## src/sv/lexicographic_combination_generator_assert.svh

```systemverilog
// ----------------------------------------------------------------------------
// Assertion macros
// Concurrent assertion shorthands, clocked on i_clk, off during reset.
// ----------------------------------------------------------------------------
`ifndef LEXICOGRAPHIC_COMBINATION_GENERATOR_ASSERT_SVH
`define LEXICOGRAPHIC_COMBINATION_GENERATOR_ASSERT_SVH

// same-cycle implication
`define LCG_ASSERT_NOW(label, ante, cons) \
    label: assert property (@(posedge i_clk) disable iff (!i_rst_n) (ante) |-> (cons)) \
        else $error("lcg assertion failed");

// next-cycle implication
`define LCG_ASSERT_NEXT(label, ante, cons) \
    label: assert property (@(posedge i_clk) disable iff (!i_rst_n) (ante) |=> (cons)) \
        else $error("lcg assertion failed");

`endif

```

## src/sv/lcg_pkg.sv

```systemverilog
// ----------------------------------------------------------------------------
// lcg_pkg
// Widths, limits, register indexes and control types of the generator.
// ----------------------------------------------------------------------------
`timescale 1ns / 1ps

package lcg_pkg;

    localparam int MAX_CHOOSE = 8;
    localparam int MAX_SET    = 32;

    localparam int ELEM_W = 6;
    localparam int SET_W  = 6;
    localparam int K_W    = 4;
    localparam int POS_W  = $clog2(MAX_CHOOSE);
    localparam int MAX_W  = ELEM_W + 1;
    localparam int CFG_W  = 6;
    localparam int ADDR_W = 1;

    localparam logic [ADDR_W-1:0] CFG_SET_SIZE    = 1'b0;
    localparam logic [ADDR_W-1:0] CFG_CHOOSE_SIZE = 1'b1;

    typedef logic [ELEM_W-1:0] t_elem;

    typedef enum logic [2:0] {
        ST_IDLE,
        ST_ADV,
        ST_CHECK,
        ST_EMIT,
        ST_EXH
    } t_state;

    typedef struct packed {
        logic             load_first;
        logic             advance;
        logic             set_finished;
        logic             check;
        logic             emit_elem;
        logic             emit_exh;
        logic [POS_W-1:0] pos;
    } t_cmd;

    typedef struct packed {
        logic valid;
        logic started;
        logic finished;
        logic can_advance;
        logic pos_last;
        logic slot_free;
    } t_status;

endpackage

```

## src/sv/lcg_ctrl.sv

```systemverilog
// ----------------------------------------------------------------------------
// lcg_ctrl
// Sequencer: decodes each request, steps the datapath and serialises output.
// ----------------------------------------------------------------------------
`timescale 1ns / 1ps

module lcg_ctrl
    import lcg_pkg::*;
(
    input  logic    i_clk,
    input  logic    i_rst_n,
    input  logic    i_req_valid,
    input  logic    i_restart,
    output logic    o_req_ready,
    input  t_status i_status,
    output t_cmd    o_cmd
);

    t_state           r_state, n_state;
    logic [POS_W-1:0] r_pos, n_pos;

    always_ff @(posedge i_clk) begin
        if (!i_rst_n) begin
            r_state <= ST_IDLE;
            r_pos   <= '0;
        end else begin
            r_state <= n_state;
            r_pos   <= n_pos;
        end
    end

    always_comb begin
        n_state     = r_state;
        n_pos       = r_pos;
        o_req_ready = 1'b0;
        o_cmd       = '0;
        o_cmd.pos   = r_pos;
        unique case (r_state)
            ST_IDLE: begin
                o_req_ready = 1'b1;
                if (i_req_valid) begin
                    priority if (!i_status.valid) begin
                        n_state = ST_EXH;
                    end else if (i_restart) begin
                        o_cmd.load_first = 1'b1;
                        n_state          = ST_CHECK;
                    end else if (!i_status.started || i_status.finished) begin
                        n_state = ST_EXH;
                    end else if (!i_status.can_advance) begin
                        o_cmd.set_finished = 1'b1;
                        n_state            = ST_EXH;
                    end else begin
                        n_state = ST_ADV;
                    end
                end
            end
            ST_ADV: begin
                o_cmd.advance = 1'b1;
                n_state       = ST_CHECK;
            end
            ST_CHECK: begin
                o_cmd.check = 1'b1;
                n_pos       = '0;
                n_state     = ST_EMIT;
            end
            ST_EMIT: begin
                if (i_status.slot_free) begin
                    o_cmd.emit_elem = 1'b1;
                    if (i_status.pos_last) begin
                        n_state = ST_IDLE;
                    end else begin
                        n_pos = r_pos + POS_W'(1);
                    end
                end
            end
            ST_EXH: begin
                if (i_status.slot_free) begin
                    o_cmd.emit_exh = 1'b1;
                    n_state        = ST_IDLE;
                end
            end
            default: n_state = ST_IDLE;
        endcase
    end

endmodule

```

## src/sv/lcg_dpath.sv

```systemverilog
// ----------------------------------------------------------------------------
// lcg_dpath
// Settings, combination store, successor logic and the output register.
// ----------------------------------------------------------------------------
`timescale 1ns / 1ps

module lcg_dpath
    import lcg_pkg::*;
(
    input  logic              i_clk,
    input  logic              i_rst_n,
    input  logic              i_cfg_we,
    input  logic [ADDR_W-1:0] i_cfg_addr,
    input  logic [CFG_W-1:0]  i_cfg_wdata,
    input  t_cmd              i_cmd,
    output t_status           o_status,
    input  logic              i_out_ready,
    output logic              o_out_valid,
    output t_elem             o_element,
    output logic [POS_W-1:0]  o_position,
    output logic              o_last,
    output logic              o_final,
    output logic              o_exhausted
);

    logic [SET_W-1:0] r_set_size;
    logic [K_W-1:0]   r_choose_size;
    t_elem            r_store [MAX_CHOOSE];
    logic             r_started;
    logic             r_finished;

    logic             r_out_valid;
    t_elem            r_out_element;
    logic [POS_W-1:0] r_out_position;
    logic             r_out_last;
    logic             r_out_final;
    logic             r_out_exh;

    logic [MAX_CHOOSE-1:0] w_in_k;
    logic [MAX_CHOOSE-1:0] w_below;
    logic [MAX_CHOOSE-1:0] w_pivot;
    t_elem                 w_next [MAX_CHOOSE];
    t_elem                 w_base;
    logic [MAX_W-1:0]      w_max;
    logic                  w_seen;
    logic                  w_run;
    logic                  w_valid;
    logic                  w_pos_last;
    logic                  w_slot_free;

    always_comb begin
        w_valid = (r_set_size >= SET_W'(1)) && (r_choose_size >= K_W'(1))
               && (r_choose_size <= K_W'(MAX_CHOOSE)) && (r_set_size <= SET_W'(MAX_SET))
               && (SET_W'(r_choose_size) <= r_set_size);
    end

    // position j is below its maximum n-k+j+1
    always_comb begin
        for (int j = 0; j < MAX_CHOOSE; j++) begin
            w_max      = MAX_W'(r_set_size) - MAX_W'(r_choose_size) + MAX_W'(j + 1);
            w_in_k[j]  = K_W'(j) < r_choose_size;
            w_below[j] = w_in_k[j] && (MAX_W'(r_store[j]) < w_max);
        end
    end

    // rightmost element that can still move, then the ascending run after it
    // (pivot value + 1 - pivot index, plus the position, modulo the width)
    always_comb begin
        w_seen = 1'b0;
        for (int j = MAX_CHOOSE - 1; j >= 0; j--) begin
            w_pivot[j] = w_below[j] && !w_seen;
            w_seen     = w_seen || w_below[j];
        end
        w_run  = 1'b0;
        w_base = '0;
        for (int j = 0; j < MAX_CHOOSE; j++) begin
            if (w_pivot[j]) begin
                w_base = r_store[j] + ELEM_W'(1) - ELEM_W'(j);
                w_run  = 1'b1;
            end
            if (w_run && w_in_k[j]) begin
                w_next[j] = w_base + ELEM_W'(j);
            end else begin
                w_next[j] = r_store[j];
            end
        end
    end

    assign w_pos_last  = K_W'(i_cmd.pos) == (r_choose_size - K_W'(1));
    assign w_slot_free = !r_out_valid || i_out_ready;

    always_comb begin
        o_status.valid       = w_valid;
        o_status.started     = r_started;
        o_status.finished    = r_finished;
        o_status.can_advance = |w_below;
        o_status.pos_last    = w_pos_last;
        o_status.slot_free   = w_slot_free;
    end

    always_ff @(posedge i_clk) begin
        if (!i_rst_n) begin
            r_set_size    <= SET_W'(1);
            r_choose_size <= K_W'(1);
        end else if (i_cfg_we) begin
            unique case (i_cfg_addr)
                CFG_SET_SIZE:    r_set_size    <= i_cfg_wdata[SET_W-1:0];
                CFG_CHOOSE_SIZE: r_choose_size <= i_cfg_wdata[K_W-1:0];
                default:         ;
            endcase
        end
    end

    always_ff @(posedge i_clk) begin
        if (!i_rst_n) begin
            for (int j = 0; j < MAX_CHOOSE; j++) begin
                r_store[j] <= '0;
            end
            r_started  <= 1'b0;
            r_finished <= 1'b0;
        end else begin
            if (i_cmd.load_first) begin
                for (int j = 0; j < MAX_CHOOSE; j++) begin
                    if (w_in_k[j]) begin
                        r_store[j] <= ELEM_W'(j + 1);
                    end
                end
                r_started <= 1'b1;
            end
            if (i_cmd.advance) begin
                for (int j = 0; j < MAX_CHOOSE; j++) begin
                    r_store[j] <= w_next[j];
                end
            end
            if (i_cmd.check) begin
                r_finished <= ~|w_below;
            end
            if (i_cmd.set_finished) begin
                r_finished <= 1'b1;
            end
        end
    end

    always_ff @(posedge i_clk) begin
        if (!i_rst_n) begin
            r_out_valid <= 1'b0;
        end else if (i_cmd.emit_elem || i_cmd.emit_exh) begin
            r_out_valid <= 1'b1;
        end else if (i_out_ready) begin
            r_out_valid <= 1'b0;
        end
    end

    always_ff @(posedge i_clk) begin
        if (i_cmd.emit_elem) begin
            r_out_element  <= r_store[i_cmd.pos];
            r_out_position <= i_cmd.pos;
            r_out_last     <= w_pos_last;
            r_out_final    <= r_finished;
            r_out_exh      <= 1'b0;
        end else if (i_cmd.emit_exh) begin
            r_out_element  <= '0;
            r_out_position <= '0;
            r_out_last     <= 1'b1;
            r_out_final    <= 1'b0;
            r_out_exh      <= 1'b1;
        end
    end

    assign o_out_valid = r_out_valid;
    assign o_element   = r_out_element;
    assign o_position  = r_out_position;
    assign o_last      = r_out_last;
    assign o_final     = r_out_final;
    assign o_exhausted = r_out_exh;

endmodule

```

## src/sv/lexicographic_combination_generator.sv

```systemverilog
// ----------------------------------------------------------------------------
// lexicographic_combination_generator
// Walks the k-subsets of {1..n} in lexicographic order, one per request.
//
//   Channel   Dir  Handshake              Payload
//   s_axis    in   tvalid/tready          tdata[0] restart
//   m_axis    out  tvalid/tready          tdata element, position; tlast; tuser
//   cfg       in   i_cfg_we               i_cfg_addr, i_cfg_wdata
//
// An advance request passes through decode, successor and finished check,
// then sends its elements one by one through the output register; a restart
// skips the successor step; an exhausted result is emitted straight after decode.
// One request is in flight at a time.
// Reset: n = k = 1, store cleared, no combination started.
// Output stalls hold the element sequencer; a new request is taken while the
// last result of the previous one still waits in the output register.
// ----------------------------------------------------------------------------
`timescale 1ns / 1ps

module lexicographic_combination_generator
    import lcg_pkg::*;
(
    input  logic              i_clk,
    input  logic              i_rst_n,
    input  logic              i_cfg_we,
    input  logic [ADDR_W-1:0] i_cfg_addr,
    input  logic [CFG_W-1:0]  i_cfg_wdata,
    input  logic              s_axis_tvalid,
    output logic              s_axis_tready,
    input  logic [7:0]        s_axis_tdata,   // [0] restart
    output logic              m_axis_tvalid,
    input  logic              m_axis_tready,
    output logic [15:0]       m_axis_tdata,   // [5:0] element, [8:6] position
    output logic              m_axis_tlast,
    output logic [1:0]        m_axis_tuser    // [0] final_combination, [1] exhausted
);

    t_cmd             w_cmd;
    t_status          w_status;
    t_elem            w_element;
    logic [POS_W-1:0] w_position;
    logic             w_final;
    logic             w_exhausted;

    lcg_ctrl u_ctrl (
        .i_clk       (i_clk),
        .i_rst_n     (i_rst_n),
        .i_req_valid (s_axis_tvalid),
        .i_restart   (s_axis_tdata[0]),
        .o_req_ready (s_axis_tready),
        .i_status    (w_status),
        .o_cmd       (w_cmd)
    );

    lcg_dpath u_dpath (
        .i_clk       (i_clk),
        .i_rst_n     (i_rst_n),
        .i_cfg_we    (i_cfg_we),
        .i_cfg_addr  (i_cfg_addr),
        .i_cfg_wdata (i_cfg_wdata),
        .i_cmd       (w_cmd),
        .o_status    (w_status),
        .i_out_ready (m_axis_tready),
        .o_out_valid (m_axis_tvalid),
        .o_element   (w_element),
        .o_position  (w_position),
        .o_last      (m_axis_tlast),
        .o_final     (w_final),
        .o_exhausted (w_exhausted)
    );

    assign m_axis_tdata = {(16 - ELEM_W - POS_W)'(0), w_position, w_element};
    assign m_axis_tuser = {w_exhausted, w_final};

`include "lexicographic_combination_generator_assert.svh"

    `LCG_ASSERT_NEXT(a_one_in_flight, s_axis_tvalid && s_axis_tready, !s_axis_tready)
    `LCG_ASSERT_NOW(a_exh_single, m_axis_tvalid && m_axis_tuser[1], m_axis_tlast && ~|m_axis_tdata[8:0])
    `LCG_ASSERT_NOW(a_exh_not_final, m_axis_tvalid && m_axis_tuser[1], !m_axis_tuser[0])

endmodule

```

## config.mk

```make
export PLATFORM = sky130hd
export DESIGN_NAME = lexicographic_combination_generator
export DESIGN_NICKNAME = d
export VERILOG_FILES = /design/src/sv/lcg_pkg.sv /design/src/sv/lcg_ctrl.sv /design/src/sv/lcg_dpath.sv /design/src/sv/lexicographic_combination_generator.sv
export VERILOG_INCLUDE_DIRS = /design/src /design/src/sv
export SDC_FILE = /design/constraint.sdc
export NUM_CORES = 1
export LEC_CHECK = 0
export ABC_AREA = 1
export BUFFER_PORTS_ARGS = -buffer_cell sky130_fd_sc_hd__buf_2
export CAP_MARGIN = 20
export CORE_MARGIN = 1
export CORE_UTILIZATION = 30
export CTS_CLUSTER_DIAMETER = 100
export DETAILED_ROUTE_END_ITERATION = 8
export GPL_ROUTABILITY_DRIVEN = 0
export PLACE_DENSITY = 0.45
export SLEW_MARGIN = 0
export SYNTH_ARGS = -nofsm -noshare
export SYNTH_HDL_FRONTEND = slang
export SYNTH_SLANG_ARGS = --single-unit
```

## constraint.sdc

```tcl
create_clock -name i_clk -period 9.8 [get_ports i_clk]
set_clock_uncertainty 0.1 [all_clocks]
set_input_delay 2.94 -clock i_clk [delete_from_list [all_inputs] [get_ports i_clk]]
set_output_delay 2.94 -clock i_clk [all_outputs]
set_load 0.02 [all_outputs]
```

# Word-level counts from Yosys, hierarchy flattened
# Memory sizes are Yosys's and may differ from the RTL's. A register that Yosys moved wholly into a read port is not among the register bits.
# Index checks and enable logic that the tools add are counted.
# word_totals
reg_bits,31
word_cells,268
inputBits,20
mem_bits_rw,48
out_inout_bits,21
n_memories,1
# op_classes
n_lt_le_gt_ge,21
n_addsub,33
reduce_logical,56
eq_ne,10
n_bitwise,17
muxes,118
# mem_list
memory,depth,word_bits,read_ports,rd_clocked_by_memory_dff,write_ports,line_no,rtl
u_dpath.r_store,8,6,9,1,8,lcg_dpath.sv:28,t_elem r_store [MAX_CHOOSE];
# ops
cell,count
$mux W6,34
$mux W1,68
$lt A6 B7 Y1,8
$add A6 B1 Y6 const B,9
$mux W3,14
$add A7 B3 Y7 const B,4
$logic_and A1 B1 Y1,27
$add A6 B3 Y6 const B,4
$sub A6 B3 Y6 const B,4
$lt A3 B4 Y1 const A,4
$or A1 B1 Y1,16
$pmux W3 S5,1
$add A7 B2 Y7 const B,2
$add A6 B2 Y6 const B,2
$sub A6 B2 Y6 const B,2
$logic_not A1 Y1,10
$logic_or A1 B1 Y1,9
$lt A1 B4 Y1 const A,2
$lt A2 B4 Y1 const A,2
$reduce_bool A2 Y1,4
$reduce_or A8 Y1,1
$add A7 B1 Y7 const B,1
$add A7 B4 Y7 const B,1
$sub A6 B4 Y7,1
other kinds (20),25

# Longest topological paths before layout
# depth
ltp_word,23
depth_mapped,37
mapped_depth_nobuf,37

# Cells and area by module
# A second synthesis with hierarchy kept.
# unflattened
hier_cells,1025
hier_area_um2,7402.1
# modules_own_cells
module,seq_area_each_um2,cells_per_inst,area_per_inst_um2,n_inst
lcg_dpath,1991.9,940,6895.4,1
lcg_ctrl,120.1,75,435.4,1
lexicographic_combination_generator,0.0,10,71.3,1

# Worst setup path after synthesis
# OpenSTA, ideal clock, no wires.
# synth_timing
path_kind,input to register
start,in m_axis_tready
end,mem u_dpath.r_store[1][0] (netlist bit) (enable)
stages,6
setup_slack_ps,4821
setup_ps,393
t_arrival_ps,4486
path_cell_list,nor2_1 > nand2_1 > o211ai_1 > nor3_1 > nand2_1 > o311ai_0
# synth_rtl
element,line_no,rtl
from (decl),lexicographic_combination_generator.sv:32,"input logic m_axis_tready,"
to (decl),lcg_dpath.sv:28,

==> results.py <==
metrics = {
    "sta": {
        "fmax_ghz": 0.172,
        "drv_slew": 0,
        "grt_setup_unrepaired": "false",
        "period_needed_ns": 5.80,
        "fin_tns_setup_ns": 0,
        "hold_viol": 0,
        "slew-limit-headroom": 0.474,
        "finalCritPeriodShare": 0.592,
        "setup_viol": 0,
        "worstMarginPinSlew_ns": 0.788,
    },
    "synth": {
        "yosysWarningCount": 0,
        "netlist_top_cells_area": "edfxtp_1 22%, ha_1 12%, nand2_1 8.8%",
        "ys_types": 59,
        "netlist.area_leader.share": 0.220,
        "synth_top_flop_cell": "edfxtp_1",
        "syn_avg_cell_area_um2": 7.42,
        "yosys.area.top_type": "edfxtp_1",
        "synth-seq-area-share": 0.300,
        "synth_top_family_by_area": "simple AND/OR/NAND/NOR gates",
        "synth_area_um2": 7250,
        "synth-compound-area-share": 0.148,
        "synth_mux_area_frac": 0,
        "synthCells": 976,
        "synth-simple-area-share": 0.276,
        "synthAdderAreaFrac": 0.120,
        "synth_edf_count": 53,
        "synth_xor_area_frac": 0.0604,
        "async_flop_share": 0,
        "ys_seq_elements": 82,
    },
    "cells_and_area": {
        "areaGrowthSynthToFinish_pct": 10.7,
        "fillCellCount": 2555,
        "diodes": 0,
        "post-route-util": 0.340,
        "num-nets-final": 1086,
        "final_area_um2": 8020,
        "drive_gt1_frac": 0.131,
    },
    "floorplan": {
        "die_h_um": 157,
        "core_um2": 23600,
        "die_x_um": 157,
        "rows": 56,
        "start_util": 0.307,
        "io_pins": 41,
        "die_area_um2": 24800,
    },
    "routing": {
        "antenna_left": 0,
        "dr_wl_met2_um": 10500,
        "top_layer": "met4",
        "num_vias": 6315,
        "drc": 0,
        "firstDrtPassIters": 5,
        "wl_per_cell_um": 17.2,
        "wl_um": 22800,
        "m1WireLength_um": 10900,
        "vias_per_cell": 4.78,
        "drt_first_iter_violations": 326,
        "route.met3.wl_um": 884,
    },
    "grt": {
        "grt-ovfl-total": 0,
        "antenna_found_initial": 0,
        "grt_pass1_vias": 6198,
        "grt_max_degree": 34,
        "grt_pass1_wl_um": 35800,
        "grt_use_total": 0.196,
    },
    "placed_design": {
        "dp_hpwl_um": 17700,
        "dpl_cell_area_um2": 7670,
        "portBuffers": 26,
    },
    "power_and_ir_drop": {
        "p_leak_nw": 3.61,
        "power.density_nw_per_um2": 233,
        "peakVddDrop_uv": 119,
    },
    "run": {
        "drv_cap": 0,
    },
    "clock_network": {
        "clk_pin_slew_ns": 0.07,
        "cts_sinks": 82,
        "cts-resized-gates": 0,
        "cts-buffers-inserted": 9,
        "post_cts_buffers": 0,
        "htreeDepth": 3,
        "cts_buffer_depth": 2,
        "postCtsHoldBufs": 0,
        "cts_root_buffer": "clkbuf_16",
        "cts_tree": "built",
        "clkLatencyLatePin_ns": 0.36,
    },
    "status": {
        "outcome": "completed",
    },
    "critical_path": {
        "worstSetupStartpointType": "register",
        "worstPathRequired_ns": 9.80,
        "worst_path_most_repeated_cell": "nand2_1",
        "path_class": "reg -> reg",
        "arrival_ns": 5.81,
        "end_kind": "register",
        "crit_fanout": 10,
        "crit_slowest_cell": "fa_1",
        "slowest_delay_ns": 0.98,
    },
    "hold_path": {
        "timing.hold.worst.class": "reg -> reg",
    },
}
==> cell usage after synthesis (2+ instances only) <==
master,instances
nand2_1,169
inv_1,129
nor2_1,120
a21oi_1,81
o21ai_0,74
ha_1,68
edfxtp_1,53
nand3_1,37
xor2_1,36
dfxtp_1,29
nand2_2,27
xnor2_1,14
clkbuf_1,13
nor3_1,11
nor2_2,10
buf_4,9
nand3_2,9
o211ai_1,7
or2_2,6
a31oi_1,5
inv_2,5
nand3b_1,5
nor2_4,5
nand2_4,4
a211oi_1,3
a311oi_1,3
buf_2,3
o21bai_1,3
a21oi_2,2
clkinv_1,2
nand4_1,2
nand4_2,2
nor2_8,2
o22ai_1,2
o31ai_1,2
==> worst paths after layout <==
kind / start / endpoint / slack, ns / cells past startpoint
worst min register to register: u_dpath.o_exhausted$_SDFFE_PP0P_ / u_dpath.o_exhausted$_SDFFE_PP0P_ / 0.35 / 2
worst min-delay path: u_dpath.o_exhausted$_SDFFE_PP0P_ / u_dpath.o_exhausted$_SDFFE_PP0P_ / 0.35 / 2
worst max-delay path: u_dpath.r_choose_size[0]$_SDFFE_PN1P_ / u_dpath.r_store[7][3]$_SDFFCE_PP1P_ / 4.00 / 32
worst max register to register: u_dpath.r_choose_size[0]$_SDFFE_PN1P_ / u_dpath.r_store[7][3]$_SDFFCE_PP1P_ / 4.00 / 32
==> worst max-delay path: cells and delay by family, from the launching register on <==
family	cells	cell delay [ns]
AND/OR/NAND/NOR	22	2.27
adder cells (fa/ha/maj)	4	1.89
buffers and inverters	4	0.52
flip-flops	1	0.38
XOR/XNOR	1	0.24
AO/OA/AOI/OAI	1	0.15
==> metrics by stage <==
step | cells | power [mW] | worst slack, ns | hold slack, ns
after global placement | 1305 | 1.46 | 3.99 | 0.346
after CTS | 1321 | 1.88 | 3.95 | 0.354
after global routing | 1321 | 2.02 | 3.47 | 0.388
after detailed placement | 1305 | 1.46 | 3.99 | 0.344
after floorplan | 982 | 1.19 | 4.82 | 0.330
final | 1321 | 1.87 | 4.00 | 0.351
==> area by class of cell <==
| cell class | instances | area (um2) | area share |
|---|---|---|---|
| clock buffer | 9 | 225 | 0.0281 |
| clock inverter | 7 | 124 | 0.0154 |
| inverter | 137 | 517 | 0.0644 |
| multi-input combinational | 735 | 4410 | 0.550 |
| sequential | 82 | 2170 | 0.271 |
| tap | 319 | 399 | 0.0497 |
| timing repair buffer | 32 | 175 | 0.0218 |
==> registers in the layout (all words and copies together), names as in the netlist, named ones only <==
signal	flops
u_ctrl.r_pos	3
u_dpath.o_out_valid	1
u_dpath.o_position	3
u_dpath.r_started	1
u_dpath.r_set_size	6
u_dpath.r_store	48
u_dpath.r_finished	1
u_dpath.o_exhausted	1
u_dpath.o_element	6
u_dpath.o_last	1
u_dpath.r_choose_size	4
u_ctrl.r_state	3
u_dpath.o_final	1
==> cells by family (layout without fill, tap and decap cells) <==
logic type / count (synthesis) / count (layout)
AND/OR/NAND/NOR: 417 / 417
AO/OA/AOI/OAI: 192 / 192
buffers and inverters: 165 / 185
flip-flops: 82 / 82
adder cells (fa/ha/maj): 69 / 69
XOR/XNOR: 50 / 50
other: 1 / 7
==> routing by layer <==
layer / vias up / global-route usage
li1: 3243 / -
met1: 2884 / 0.266
met2: 160 / 0.325
met3: 28 / 0.0182
met4: 0 / 0.0666
met5: - / 0
==> power by group <==
group / total (mW) / internal [mW] / switching, mW
clock: 0.412 / 0.252 / 0.160
combinational: 0.940 / 0.301 / 0.639
sequential: 0.516 / 0.446 / 0.0696
total: 1.87 / 0.999 / 0.869
==> cells in the final DEF, fill, tap and decap left out, drive strengths merged, types with 2 or more instances in the layout <==
cell type,count
o21ai,75
nor3,12
nor2,137
edfxtp,53
a21boi,2
xor2,36
a211oi,3
clkbuf,9
o22ai,2
inv,137
o21bai,3
a311oi,3
xnor2,14
nand3b,7
a21oi,84
buf,32
or2,8
o31ai,2
o211ai,7
dfxtp,29
conb,7
nand3,47
a31oi,5
ha,68
bufinv,3
nand4,5
nand2,200
clkinv,3
(Power assumes the default switching activity.)
